[src/design/tmq_pkg.sv]
`timescale 1ns / 1ps
`default_nettype none
// ----------------------------------------------------------------------------
// tmq_pkg
// Shared types and constants of the timed message queue.
// ----------------------------------------------------------------------------
package tmq_pkg;

    localparam int DEPTH   = 16;
    localparam int CNT_W   = $clog2(DEPTH + 1);
    localparam int TIME_W  = 48;
    localparam int RCV_W   = 8;
    localparam int MSG_W   = 16;
    localparam int DATA_W  = 32;
    localparam int PAY_W   = RCV_W + MSG_W + DATA_W;
    localparam int DELAY_W = 16;
    localparam int TPM_W   = 11;
    localparam int PROD_W  = DELAY_W + TPM_W;
    localparam int PEND_W  = 5;

    localparam logic [TPM_W-1:0] TPM_RESET = TPM_W'(1);

    typedef enum logic [1:0] {
        OP_HOLD   = 2'd0,
        OP_INSERT = 2'd1,
        OP_POP    = 2'd2
    } t_cell_op;

    typedef struct packed {
        t_cell_op          op;
        logic [TIME_W-1:0] key;
    } t_cell_ctl;

endpackage
`default_nettype wire

[src/design/tmq_cell.sv]
`timescale 1ns / 1ps
`default_nettype none
// ----------------------------------------------------------------------------
// tmq_cell
// One slot of the sorted store: holds, takes the new entry, or shifts.
// ----------------------------------------------------------------------------
module tmq_cell (
    input  wire                           i_clk,
    input  wire tmq_pkg::t_cell_ctl       i_ctl,
    input  wire                           i_occupied,
    input  wire [tmq_pkg::PAY_W-1:0]      i_new_payload,
    input  wire                           i_left_keep,
    input  wire [tmq_pkg::TIME_W-1:0]     i_left_due,
    input  wire [tmq_pkg::PAY_W-1:0]      i_left_payload,
    input  wire [tmq_pkg::TIME_W-1:0]     i_right_due,
    input  wire [tmq_pkg::PAY_W-1:0]      i_right_payload,
    output logic                          o_keep,
    output logic [tmq_pkg::TIME_W-1:0]    o_due,
    output logic [tmq_pkg::PAY_W-1:0]     o_payload
);

    logic [tmq_pkg::TIME_W-1:0] r_due;
    logic [tmq_pkg::PAY_W-1:0]  r_payload;
    logic [tmq_pkg::TIME_W-1:0] n_due;
    logic [tmq_pkg::PAY_W-1:0]  n_payload;

    // entry stays in place on insert when it is due no later than the new one
    assign o_keep    = i_occupied && (r_due <= i_ctl.key);
    assign o_due     = r_due;
    assign o_payload = r_payload;

    always_comb begin
        n_due     = r_due;
        n_payload = r_payload;
        case (i_ctl.op)
            tmq_pkg::OP_INSERT: begin
                if (!o_keep) begin
                    if (i_left_keep) begin
                        n_due     = i_ctl.key;
                        n_payload = i_new_payload;
                    end else begin
                        n_due     = i_left_due;
                        n_payload = i_left_payload;
                    end
                end
            end
            tmq_pkg::OP_POP: begin
                n_due     = i_right_due;
                n_payload = i_right_payload;
            end
            default: begin
                n_due     = r_due;
                n_payload = r_payload;
            end
        endcase
    end

    always_ff @(posedge i_clk) begin
        r_due     <= n_due;
        r_payload <= n_payload;
    end

endmodule
`default_nettype wire

[src/design/tmq_chain.sv]
`timescale 1ns / 1ps
`default_nettype none
// ----------------------------------------------------------------------------
// tmq_chain
// Row of cells kept sorted by due time; cell 0 is the head.
// ----------------------------------------------------------------------------
module tmq_chain (
    input  wire                           i_clk,
    input  wire tmq_pkg::t_cell_ctl       i_ctl,
    input  wire [tmq_pkg::CNT_W-1:0]      i_count,
    input  wire [tmq_pkg::PAY_W-1:0]      i_new_payload,
    output logic                          o_head_keep,
    output logic [tmq_pkg::PAY_W-1:0]     o_head_payload
);

    logic                       w_keep    [tmq_pkg::DEPTH];
    logic [tmq_pkg::TIME_W-1:0] w_due     [tmq_pkg::DEPTH];
    logic [tmq_pkg::PAY_W-1:0]  w_payload [tmq_pkg::DEPTH];

    genvar g;
    generate
        for (g = 0; g < tmq_pkg::DEPTH; g++) begin : g_cell
            logic                       w_occ;
            logic                       w_lkeep;
            logic [tmq_pkg::TIME_W-1:0] w_ldue;
            logic [tmq_pkg::PAY_W-1:0]  w_lpay;
            logic [tmq_pkg::TIME_W-1:0] w_rdue;
            logic [tmq_pkg::PAY_W-1:0]  w_rpay;

            assign w_occ = (tmq_pkg::CNT_W'(g) < i_count);

            if (g == 0) begin : g_first
                assign w_lkeep = 1'b1;
                assign w_ldue  = i_ctl.key;
                assign w_lpay  = i_new_payload;
            end else begin : g_mid
                assign w_lkeep = w_keep[g-1];
                assign w_ldue  = w_due[g-1];
                assign w_lpay  = w_payload[g-1];
            end

            if (g == tmq_pkg::DEPTH - 1) begin : g_last
                assign w_rdue = w_due[g];
                assign w_rpay = w_payload[g];
            end else begin : g_inner
                assign w_rdue = w_due[g+1];
                assign w_rpay = w_payload[g+1];
            end

            tmq_cell u_cell (
                .i_clk           (i_clk),
                .i_ctl           (i_ctl),
                .i_occupied      (w_occ),
                .i_new_payload   (i_new_payload),
                .i_left_keep     (w_lkeep),
                .i_left_due      (w_ldue),
                .i_left_payload  (w_lpay),
                .i_right_due     (w_rdue),
                .i_right_payload (w_rpay),
                .o_keep          (w_keep[g]),
                .o_due           (w_due[g]),
                .o_payload       (w_payload[g])
            );
        end
    endgenerate

    assign o_head_keep    = w_keep[0];
    assign o_head_payload = w_payload[0];

endmodule
`default_nettype wire
[config.mk]
export PLATFORM = sky130hd
export DESIGN_NAME = tmq_chain
export DESIGN_NICKNAME = d
export VERILOG_FILES = /design/src/design/tmq_pkg.sv /design/src/design/tmq_cell.sv /design/src/design/tmq_chain.sv
export SDC_FILE = /design/constraint.sdc
export NUM_CORES = 2
export LEC_CHECK = 0
export BUFFER_PORTS_ARGS = -buffer_cell sky130_fd_sc_hd__buf_2
export CORE_ASPECT_RATIO = 0.9
export CORE_UTILIZATION = 35
export DETAILED_ROUTE_END_ITERATION = 10
export PLACE_DENSITY = 0.54
export SETUP_SLACK_MARGIN = 0.5
export SLEW_MARGIN = 0
export SYNTH_ARGS = -nofsm -noshare
export SYNTH_HDL_FRONTEND = slang
export SYNTH_HIERARCHICAL = 1
export SYNTH_SLANG_ARGS = --single-unit
[constraint.sdc]
create_clock -name i_clk -period 6.82 [get_ports i_clk]
set_input_delay 0.682 -clock i_clk [delete_from_list [all_inputs] [get_ports i_clk]]
set_output_delay 0.682 -clock i_clk [all_outputs]
set_load 0.03 [all_outputs]
==> flow_summary_export.csv <==
group,metric,value,unit
status,status,"complete, no violations",
clock_network,postCtsSetupBuffers,0,
placement,detailedPlace.worstSlack,1622,ps
yosys,syn_area,0.1047,mm2
finish,mostFrequentLayoutCells,"nand2_1 (1861), o21ai_0 (1746), mux2i_1 (1664), edfxtp_1 (1664), inv_1 (817)",
timing,tightestPinTransition,1117,ps
detailed_routing,drt-total-wl,315700,um
yosys,syn_inst,10121,
clock_network,worst_setup_hold_path_clk_slew,60,ps
timing,relSlewSlack,0.2527,
worst_setup_path,critPathRequiredTime,6140,ps
finish,fin_area,0.1162,mm2
timing,fmax,0.2064,GHz
finish,drive_gt1_frac,0.06921,
timing,period_minus_slack,4845,ps
timing,hold_viol,0,
timing,fin_ws,1975,ps
worst_setup_path,cp_slowest_stage_delay,550,ps
worst_setup_path,crit_chain,"buf_2 > inv_1 > ha_1 > nand4_1 > nor4_1 > a21boi_1 > or4b_4 > a2111oi_4 > a21o_4 > buf_2",
timing,setup_viol,0,
clock_network,cts_hold_buffers,0,
clock_network,tritoncts,"built",
detailed_routing,firstDrtPassIters,6,
global_route,grt_pass1_vias,76798,
detailed_routing,route.detailed.drc,0,
clock_network,cts_max_path_buffers,4,
power_and_ir_drop,p_leak,46.92,nW
power_and_ir_drop,power.density,287.1,mW/mm2
yosys,ys_warn_count,6,
timing,fin_setup_tns,0,ps
clock_network,clock-root-buffer,"clkbuf_16",
worst_setup_path,arrival,4160,ps
placement,place_congestion,0.8597,
placement,dp_hpwl,215000,um
global_route,antenna_found_initial,38,
timing,drv_slew,0,
yosys,synth_nets,11001,
timing,hold-worst-slack,401.2,ps
worst_setup_path,cp.buffers_inverters,3,
worst_setup_path,crit_family,"compound AO/OA/AOI/OAI gates",
hold_path,holdCritPathClass,"input port to flop",
finish,multiInputGateArea,0.04960,mm2
worst_setup_path,end_kind,"output pin",
timing,period_share,0.7104,
worst_setup_path,crit_top_cell,"buf_2",
clock_network,htreeDepth,4,
floorplanning,die-area,0.3012,mm2
global_route,grt_pass1_wl,480100,um
detailed_routing,viasPerCell,5.441,
global_route,grt_overflow,0,
detailed_routing,antenna_left,0,
worst_setup_path,critPathSlowestCell,"or4b_4",
floorplanning,fp.dieH,520.8,um
detailed_routing,wire_per_inst,22.29,um
floorplanning,rows,190,
clock_network,cts.sinks,1664,
clock_network,cts_resized,0,
timing,fin_worst_skew,75.09,ps
finish,fill_cells,29079,
global_route,grt_max_degree,177,
finish,nets,10948,
finish,final_common_cell,"nand2_1",
power_and_ir_drop,peakVddDrop,0.1856,mV
yosys,syn_area_per_cell,10.34,um2
clock_network,numCtsBuffers,199,
detailed_routing,drtIter0Drc,6290,
placement,dpl_cell_area,0.1102,mm2
clock_network,worstSkewPairLatency,880,ps
placement,port_buffers,168,
finish,area_growth_syn_to_layout,11.07,%
global_route,track_usage,0.2045,
floorplanning,die_w,578.4,um
floorplanning,initial_core_util,0.3517,
finish,ff_latch_area,0.04997,mm2
job,drv_cap,0,
timing,rsz0062_at_grt,"false",
worst_setup_path,worstSetupStartpointType,"input port",
worst_setup_path,crit_type,"input port to output pin",
floorplanning,ios,169,
detailed_routing,vias,77061,
floorplanning,core_area,0.2976,mm2
worst_setup_path,crit_fanout,33,
[worst reg2reg max path: stages, from the launching register on]
cell,delay [ps]
edfxtp_1,440
ha_1,350
nand4_1,350
or4_4,690
nand3b_1,300
nor3_1,260
a21o_4,790
buf_4,470
mux2i_1,230
o21ai_0,90
[cell type report]
| class | count | area share |
|---|---|---|
| Antenna cell | 11 | 0.0002368 |
| Tap cell | 3936 | 0.04236 |
| Sequential cell | 1664 | 0.4298 |
| Inverter | 817 | 0.02638 |
| Clock inverter | 102 | 0.007566 |
| Clock buffer | 247 | 0.04457 |
| Multi-Input combinational cell | 7077 | 0.4267 |
| Timing Repair Buffer | 309 | 0.02237 |
[path summary, 6_finish.rpt]
path                                          end  slack (ps)                            from  depth (start not counted)
setup / recovery                      o_head_keep        1980                       i_ctl[15]                         10
setup reg to reg      g_cell[11].u_cell/o_due[46]        2560     g_cell[10].u_cell/o_due[43]                          9
hold reg to reg    g_cell[0].u_cell/o_payload[28]         520  g_cell[1].u_cell/o_payload[28]                          2
hold / removal    g_cell[11].u_cell/o_payload[33]         400               i_new_payload[33]                          3
[where the power goes]
| group | switching, mW | internal (mW) |
|---|---|---|
| clock | 4.44 | 5.88 |
| sequential | 1.18 | 13.7 |
| combinational | 5.09 | 3.13 |
| total | 10.7 | 22.7 |
[stage by stage]
stage	cells	power, mW	utilization
CTS	14152	33.59	0.3905
global route	14159	34.96	0.3905
floorplan	10121	20.27	-
finish	14163	33.38	0.3906
global placement	13803	22.86	0.3701
detailed placement	13803	23.20	0.3701
[state kept, by name, indices dropped and copies added, names as in the netlist]
signal                   count
g_cell.u_cell/o_payload    896
g_cell.u_cell/o_due        768
[per-layer routing]
metal	vias up	wire [um]	global-route usage
li1	36497	-	-
met1	37907	150800	0.2951
met2	2225	138500	0.3204
met3	412	19960	0.03317
met4	20	6358	0.04521
met5	-	127	0
(Power assumes the default switching activity.)
